<file path="config.mk">
export PLATFORM = sky130hd
export DESIGN_NAME = fmsq_ctrl
export DESIGN_NICKNAME = d
export VERILOG_FILES = /design/src/rtl/fmsq_pkg.sv /design/src/rtl/fmsq_ctrl.sv
export SDC_FILE = /design/constraint.sdc
export NUM_CORES = 1
export LEC_CHECK = 0
export BUFFER_PORTS_ARGS = -buffer_cell sky130_fd_sc_hd__buf_2
export CAP_MARGIN = 5
export CORE_ASPECT_RATIO = 0.8
export CORE_MARGIN = 5
export CORE_UTILIZATION = 40
export DETAILED_ROUTE_END_ITERATION = 8
export PLACE_DENSITY = 0.73
export SYNTH_ARGS = -nofsm -noshare
export SYNTH_HDL_FRONTEND = slang
export SYNTH_SLANG_ARGS = --single-unit
</file>
<file path="constraint.sdc">
create_clock -name clk_i -period 1.85 [get_ports clk_i]
set_input_delay 0.37 -clock clk_i [delete_from_list [all_inputs] [get_ports clk_i]]
set_output_delay 0.37 -clock clk_i [all_outputs]
set_load 0.02 [all_outputs]
</file>
<file path="src/rtl/fmsq_pkg.sv">
// shared types, constants and helpers for the p25519 multiply/square unit
`timescale 1ns / 1ps
package fmsq_pkg;

  localparam int LimbBits  = 51;
  localparam int OpBits    = 55;
  localparam int CountBits = 8;
  localparam int XBits     = 60;
  localparam int ProdBits  = 115;
  localparam int AccBits   = 118;
  localparam int CarryBits = 64;
  localparam int NumLimbs  = 5;

  typedef struct packed {
    logic                 cmd;
    logic [OpBits-1:0]    a_limb0;
    logic [OpBits-1:0]    a_limb1;
    logic [OpBits-1:0]    a_limb2;
    logic [OpBits-1:0]    a_limb3;
    logic [OpBits-1:0]    a_limb4;
    logic [OpBits-1:0]    b_limb0;
    logic [OpBits-1:0]    b_limb1;
    logic [OpBits-1:0]    b_limb2;
    logic [OpBits-1:0]    b_limb3;
    logic [OpBits-1:0]    b_limb4;
    logic [CountBits-1:0] square_count;
  } req_t;

  typedef struct packed {
    logic [LimbBits-1:0] r_limb0;
    logic [LimbBits-1:0] r_limb1;
    logic [LimbBits:0]   r_limb2;
    logic [LimbBits-1:0] r_limb3;
    logic [LimbBits-1:0] r_limb4;
  } result_t;

  typedef enum logic [2:0] {
    StIdle,
    StMul,
    StDrain,
    StFold,
    StFin,
    StDone
  } state_e;

  localparam logic CmdMul    = 1'b0;
  localparam logic CmdSquare = 1'b1;

  typedef struct packed {
    logic       load;
    logic       issue;
    logic       first;
    logic       last;
    logic [2:0] col;
    logic [2:0] term;
    logic       fold;
    logic       fin;
  } ctrl_t;

  // limb of the second operand that pairs with limb term in column col (mod 5)
  function automatic logic [2:0] pair_idx(input logic [2:0] col, input logic [2:0] term);
    logic [2:0] r;
    if (term <= col) begin
      r = col - term;
    end else begin
      r = col + 3'd5 - term;
    end
    return r;
  endfunction

endpackage

</file>
<file path="src/rtl/fmsq_ctrl.sv">
// sequencer: issues the 25 limb products per multiply and runs the reduction steps
`timescale 1ns / 1ps
module fmsq_ctrl (
  input  logic                  clk_i,
  input  logic                  rst_ni,
  input  logic                  start_i,
  input  logic                  cmd_i,
  input  logic [7:0]            square_count_i,
  input  logic                  pipe_busy_i,
  output fmsq_pkg::ctrl_t       ctrl_o,
  output logic                  busy_o,
  output logic                  done_o
);
  import fmsq_pkg::*;

  state_e               state_q, state_d;
  logic [2:0]           col_q, term_q;
  logic [CountBits-1:0] cnt_q;

  always_comb begin
    state_d = state_q;
    unique case (state_q)
      StIdle:  if (start_i) state_d = StMul;
      StMul:   if (col_q == 3'd4 && term_q == 3'd4) state_d = StDrain;
      StDrain: if (!pipe_busy_i) state_d = StFold;
      StFold:  state_d = StFin;
      StFin:   state_d = (cnt_q == CountBits'(1)) ? StDone : StMul;
      StDone:  state_d = StIdle;
      default: state_d = StIdle;
    endcase
  end

  always_comb begin
    ctrl_o       = '0;
    ctrl_o.load  = (state_q == StIdle) && start_i;
    ctrl_o.issue = (state_q == StMul);
    ctrl_o.first = (term_q == 3'd0);
    ctrl_o.last  = (term_q == 3'd4);
    ctrl_o.col   = col_q;
    ctrl_o.term  = term_q;
    ctrl_o.fold  = (state_q == StFold);
    ctrl_o.fin   = (state_q == StFin);
    busy_o       = (state_q != StIdle);
    done_o       = (state_q == StDone);
  end

  always_ff @(posedge clk_i or negedge rst_ni) begin
    if (!rst_ni) begin
      state_q <= StIdle;
      col_q   <= '0;
      term_q  <= '0;
      cnt_q   <= '0;
    end else begin
      state_q <= state_d;
      if (state_q == StIdle && start_i) begin
        col_q  <= '0;
        term_q <= '0;
        // a zero square count runs once
        if (cmd_i == CmdSquare && square_count_i != '0) begin
          cnt_q <= square_count_i;
        end else begin
          cnt_q <= CountBits'(1);
        end
      end else if (state_q == StMul) begin
        if (term_q == 3'd4) begin
          term_q <= '0;
          col_q  <= col_q + 3'd1;
        end else begin
          term_q <= term_q + 3'd1;
        end
      end else if (state_q == StFin) begin
        cnt_q  <= cnt_q - CountBits'(1);
        col_q  <= '0;
        term_q <= '0;
      end
    end
  end

endmodule

</file>
==> impl_metrics.toml, run 1 <==
[global_route]
grt_pass1_wl_um = 4490
grt_util_all_layers = 0.155
grt_pass1_vias = 960
antenna_found_initial = 0
grt_start_max_net_pins = 18
grt_overflow = 0

[cts]
cts_buffers = 3
clock_latency_ns = 0.30
clock-sinks = 17
clockRootBuffer = "clkbuf_4"
clkTransAtPathRegs_ns = 0.11
tritoncts = "yes"
clock_path_buffers = 2
htree_num_levels = 1

[sta]
worst_pin_slew_ns = 0.416
period_needed_ns = 1.77
setup_tns_ns = 0
hold_viol_final = 0
clock.fmax_mhz = 566
min_period_over_period = 0.955
setup-violations-final = 0
fin_skew_ns = 0.00932
rsz0062_at_grt = "false"
maxSlewViolCount = 0
slew_headroom = 0.721

[die]
start_util = 0.427
die_w_um = 67.5
coreArea_um2 = 2480
die-area_um2 = 3790
die_y_um = 56.0
rows = 16
ioPinCount = 27

[routing]
ant_nets = 0
via_per_inst = 5.40
drtIter0Drc = 58
wl_um = 2650
drt-wirelength-per-cell_um = 14.0
drt-pass1-iter-count = 5
drc = 0
vias = 1020

[yosys]
netlist_top_cells_area = "dfrtp_1 (40%), ha_1 (7.1%), o21ai_0 (6.1%), nand2_1 (4.6%), nand3_1 (4.3%)"
synth_cell_types = 38
synth_top_area_share = 0.401
synthCells = 119
synth_area_per_cell_um2 = 8.91
synth_nets = 138
yosys-top-cells-count = "dfrtp_1 (17), nand2_1 (13), o21ai_0 (13)"
synth_top_area_cell = "dfrtp_1"
yosysSeqAreaShare = 0.401
async_flop_share = 1.00
synth_most_common_cell = "dfrtp_1"
ys.flop_type = "dfrtp_1"
yosys_warnings = 0
synth_edf_count = 0
ys_ff_latch = 17
syn_area_um2 = 1060

[hold_path]
hp-class = "in -> reg"
hold_start = "square_count_i[2]"

[placement]
gp_congestion = 0.897
io_buffers = 26
hpwl_um = 1960

[outcome]
status = "complete, no violations"

[pwr]
combPwrFrac = 0.504
clockPowerShare = 0.116
p_per_area_nw_per_um2 = 1350
swShare = 0.460
ir_worst_vdd_uv = 704
leakagePower_uw = 0.000631
switching_power_uw = 812
seqPwrFrac = 0.380
p_int_uw = 953

[final_layout]
multiInputGateArea_um2 = 591
fill_cells = 241
diodes = 0
post-route-util = 0.526
drive_gt1_frac = 0.301
syn2layout_area_growth_pct = 23.1
fin_nets = 173
seq_area_um2 = 428

[worst_setup_path]
slowest_delay_ns = 0.49
timing.rr.start = "cnt_q[0]$_DFFE_PN0P_"
crit_chain = "buf_4 > nor3b_2 > buf_2"
cp.required_ns = 1.48
cp_slowest_cell = "dfrtp_2"
start_kind = "flip-flop"
critPathArrivalTime_ns = 1.40
worst_setup_path_end_kind = "output pin"
critPathMaxFanout = 7
crit_start = "state_q[1]$_DFFE_PN0P_"
critPathKind = "reg -> out"

[flow_run]
maxCapViolations = 0
## cells by family (layout without fill, tap and decap cells)
kind of cell,after synthesis,after routing,synth area share
multiplexers,1,1,0.00945
buffers and inverters,11,45,0.0413
flip-flops,17,17,0.401
AND/OR/NAND/NOR,53,53,0.289
adder cells (fa/ha/maj),6,6,0.0708
AO/OA/AOI/OAI,31,31,0.188
## power by group through the flow
stage,logic [uW],registers (uW),clock network (uW)
after floorplan,557,704,0
after global placement,830,664,0
after detailed placement,856,675,0
after CTS,869,667,212
after global routing,994,697,232
final,890,671,205
## cell type report
type                       count  share of cell area
timing repair buffer          32               0.136
clock buffer                   3              0.0173
clock inverter                 1             0.00384
tap                           36              0.0345
sequential                    17               0.328
inverter                       9              0.0278
multi-input combinational     91               0.453
## final timing paths
kind                       cells after the start  slack (ns)                     end
setup / recovery                               3        0.08               ctrl_o[0]
hold / removal                                 3        0.32    cnt_q[2]$_DFFE_PN0P_
setup reg to reg                               5        0.23    cnt_q[2]$_DFFE_PN0P_
hold reg to reg                                1        0.54   term_q[2]$_DFFE_PN0P_
max in group asynchronous                      2        1.03  state_q[0]$_DFFE_PN0P_
min in group asynchronous                      2        0.51    cnt_q[0]$_DFFE_PN0P_
## stage by stage
step           cells  hold slack (ns)  setup WS, ns  power [uW]  area (um2)
2_1_floorplan    119           0.0744         0.347        1260        1060
3_3_place_gp     181            0.317         0.273        1490        1240
3_5_place_dp     181            0.318         0.245        1530        1240
4_1_cts          187            0.304        0.0117        1750        1280
5_1_grt          189            0.318        0.0261        1920        1310
6_report         189            0.316        0.0837        1770        1310
## flip-flops by register name (all words and copies together) (netlist names)
register / cells
col_q: 3
state_q: 3
term_q: 3
cnt_q: 8
## per-layer routing
layer / GRT usage / wire [um]
met5: 0 / 0
met4: 0.0636 / 50
met3: 0.0505 / 206
met2: 0.234 / 1270
met1: 0.201 / 1120
## cells in the final DEF (no fill, tap or decap), drive strengths merged, types with 2 or more instances in the layout
master	count
a21oi	5
dfrtp	17
ha	6
or4	2
and2	2
nand2	13
nor4	2
nand3	9
nor3b	4
buf	31
nor3	2
a21o	2
nand3b	2
nand4	2
nor2b	2
inv	9
o21ai	13
clkbuf	3
o211ai	2
nor2	10
## critical path, delay by kind of cell, from the launching register on
family,cells,cell delay [ns]
buf+inv,2,0.37
flops,1,0.49
simple gates,1,0.23
## what timing repair did
| action | 4_1_cts | 5_1_grt |
|---|---|---|
| endpoints found under the setup margin | 1 | 4 |
| hold buffers | 1 | 0 |
| pin swaps | 1 | 0 |
| setup buffers | 1 | 2 |
| endpoints found under the hold margin | 17 | 0 |
| resized for setup | 0 | 4 |
No activity file was read; power rests on OpenSTA's default activity.
==> inputs of run 2 (changes only) <==
- CELL_PAD_IN_SITES_DETAIL_PLACEMENT: not set -> 0
- CELL_PAD_IN_SITES_GLOBAL_PLACEMENT: not set -> 1
- CORE_UTILIZATION: 40 -> 38
- PLACE_DENSITY: 0.73 -> 0.87
==> run 2 against run 1 <==
- die area grew 4.4%
- clock power about the same
- count of clock-buffer cells in the layout is 1 higher
- sequential cell count unchanged
- sequential power fell by 2%
- routed wire length rose by 1.1%
- non-clock buffer count is 3 higher
- hold slack better by 0.0011 ns
- first-iteration DRC count up 10%
- clock skew is 0.0019 ns higher
- via count rose by 2.0%
- sequential share of layout area fell by 0.59 points
- largest cell class unchanged
- largest power group unchanged
==> impl_metrics.toml, run 2 (synthesized netlist as in run 1, its figures left out) <==
[global_route]
grt_start_max_net_pins = 18
grt_util_all_layers = 0.145
grt_pass1_wl_um = 4620
grt_overflow = 0
grt_pass1_vias = 981
antenna_found_initial = 0

[final_layout]
multiInputGateArea_um2 = 591
diodes = 0
fill_cells = 273
largest_reg_flops = 8
final_area_um2 = 1330
syn2layout_area_growth_pct = 25.0
drive_gt1_frac = 0.301
final_common_cell = "buf_2"
seq_area_um2 = 427
fin_nets = 176
layout_common_cells = "buf_2 (26), dfrtp_1 (16), nand2_1 (13), o21ai_0 (13)"
regMostFlops = "cnt_q"

[pwr]
swShare = 0.449
p_int_uw = 985
p_per_area_nw_per_um2 = 1350
switching_power_uw = 805
combPwrFrac = 0.518
clockPowerShare = 0.113
seqPwrFrac = 0.369
ir_worst_vdd_uv = 692
leakagePower_uw = 0.000645

[die]
die-area_um2 = 3950
ioPinCount = 27
die_w_um = 69.0
coreArea_um2 = 2720
rows = 17
die_y_um = 57.2
start_util = 0.389

[cts]
tritoncts = "yes"
clock_path_buffers = 2
cts_buffers = 3
clockRootBuffer = "clkbuf_4"
htree_num_levels = 1
clock-sinks = 17
clkTransAtPathRegs_ns = 0.11
clock_latency_ns = 0.30

[worst_setup_path]
cp.required_ns = 1.48
slowest_delay_ns = 0.48
start_kind = "flip-flop"
crit_chain = "nor2_4 > nand3b_4 > inv_2 > buf_2"
endpoint = "ctrl_o[11]"
timing.rr.start = "cnt_q[4]$_DFFE_PN0P_"
critPathArrivalTime_ns = 1.40
cp_slowest_cell = "dfrtp_2"
critPathKind = "reg -> out"
r2r_setup_slack_ns = 0.18
rr_endpoint = "cnt_q[7]$_DFFE_PN0P_"
worst_setup_path_end_kind = "output pin"
rr_worst_depth = 4
crit_start = "state_q[1]$_DFFE_PN0P_"
critPathMaxFanout = 10

[routing]
via_per_inst = 5.36
vias = 1040
wl_um = 2670
ant_nets = 0
drt-pass1-iter-count = 4
drt-wirelength-per-cell_um = 13.8
drtIter0Drc = 64
drc = 0

[sta]
min_period_over_period = 0.954
setup-violations-final = 0
clock.fmax_mhz = 567
fin_skew_ns = 0.0112
hold_viol_final = 0
setup_tns_ns = 0
rsz0062_at_grt = "false"
worst_pin_slew_ns = 0.477
period_needed_ns = 1.77
maxSlewViolCount = 0
slew_headroom = 0.679

[placement]
io_buffers = 26
gp_congestion = 0.864
hpwl_um = 2000
place_area_um2 = 1240

[hold_path]
hp-class = "in -> reg"

[flow_run]
maxCapViolations = 0

[outcome]
status = "complete, no violations"
[run 2: cell types whose count changed in the layout (fill, tap and decap cells not counted)]
| cell | previous run | this run |
|---|---|---|
| inv_4 | 1 | 0 |
| clkinv_2 | 1 | 0 |
| clkbuf_1 | 0 | 1 |
| inv_2 | 1 | 2 |
| dfrtp_2 | 2 | 1 |
| buf_4 | 5 | 8 |
| dfrtp_1 | 15 | 16 |
[run 2: metal layers]
layer	wire [um]	global-route usage	vias up	part of all wire
met5	0	0	-	0
met3	97	0.0387	4	0.036
li1	-	-	505	-
met2	1210	0.224	25	0.45
met1	1320	0.195	506	0.49
met4	48	0.0529	0	0.018
[run 2: final cells by class]
class	instances	area share
well taps	38	0.0359
inverters	9	0.0255
flip-flops and latches	17	0.322
multi-input cells	91	0.446
repair buffers	35	0.151
clock buffers	4	0.0198
[run 2: stage by stage]
stage | setup slack (ns) | power [uW] | instances | hold slack, ns | utilization
2_1_floorplan | 0.347 | 1260 | 119 | 0.0744 | -
3_3_place_gp | 0.215 | 1500 | 183 | 0.320 | 0.456
3_5_place_dp | 0.210 | 1530 | 183 | 0.320 | 0.456
4_1_cts | 0.0203 | 1750 | 189 | 0.312 | 0.472
5_1_grt | 0.00115 | 1960 | 194 | 0.310 | 0.487
6_report | 0.0849 | 1790 | 194 | 0.317 | 0.487
[run 2: what timing repair did]
| item | in CTS | in global routing |
|---|---|---|
| endpoints found under the hold margin | 10 | 0 |
| resized for setup | 0 | 2 |
| hold buffers | 1 | 0 |
| endpoints found under the setup margin | 1 | 2 |
| pin swaps | 1 | 0 |
| setup buffers | 1 | 5 |
[run 2: how the worst min path moves through the flow]
stage,cells after the start,from,slack (ns),end
after floorplan,0,rst_ni,0.07,cnt_q[0]$_DFFE_PN0P_
after global placement,1,rst_ni,0.32,term_q[2]$_DFFE_PN0P_
after detailed placement,1,rst_ni,0.32,term_q[2]$_DFFE_PN0P_
after CTS,3,square_count_i[3],0.31,cnt_q[3]$_DFFE_PN0P_
after global routing,3,square_count_i[3],0.31,cnt_q[3]$_DFFE_PN0P_
final,3,square_count_i[3],0.32,cnt_q[3]$_DFFE_PN0P_
[run 2: power groups by stage]
stage | Sequential, uW | Combinational [uW] | Clock, uW
2_1_floorplan | 704 | 557 | 0
3_3_place_gp | 665 | 837 | 0
3_5_place_dp | 670 | 856 | 0
4_1_cts | 662 | 872 | 213
5_1_grt | 690 | 1040 | 229
6_report | 660 | 927 | 203
[run 2: critical path, delay by kind of cell (launching register included)]
kind / cells / cell delay, ns
DFF: 1 / 0.48
buffers and inverters: 2 / 0.35
and+or+nand+nor: 2 / 0.27
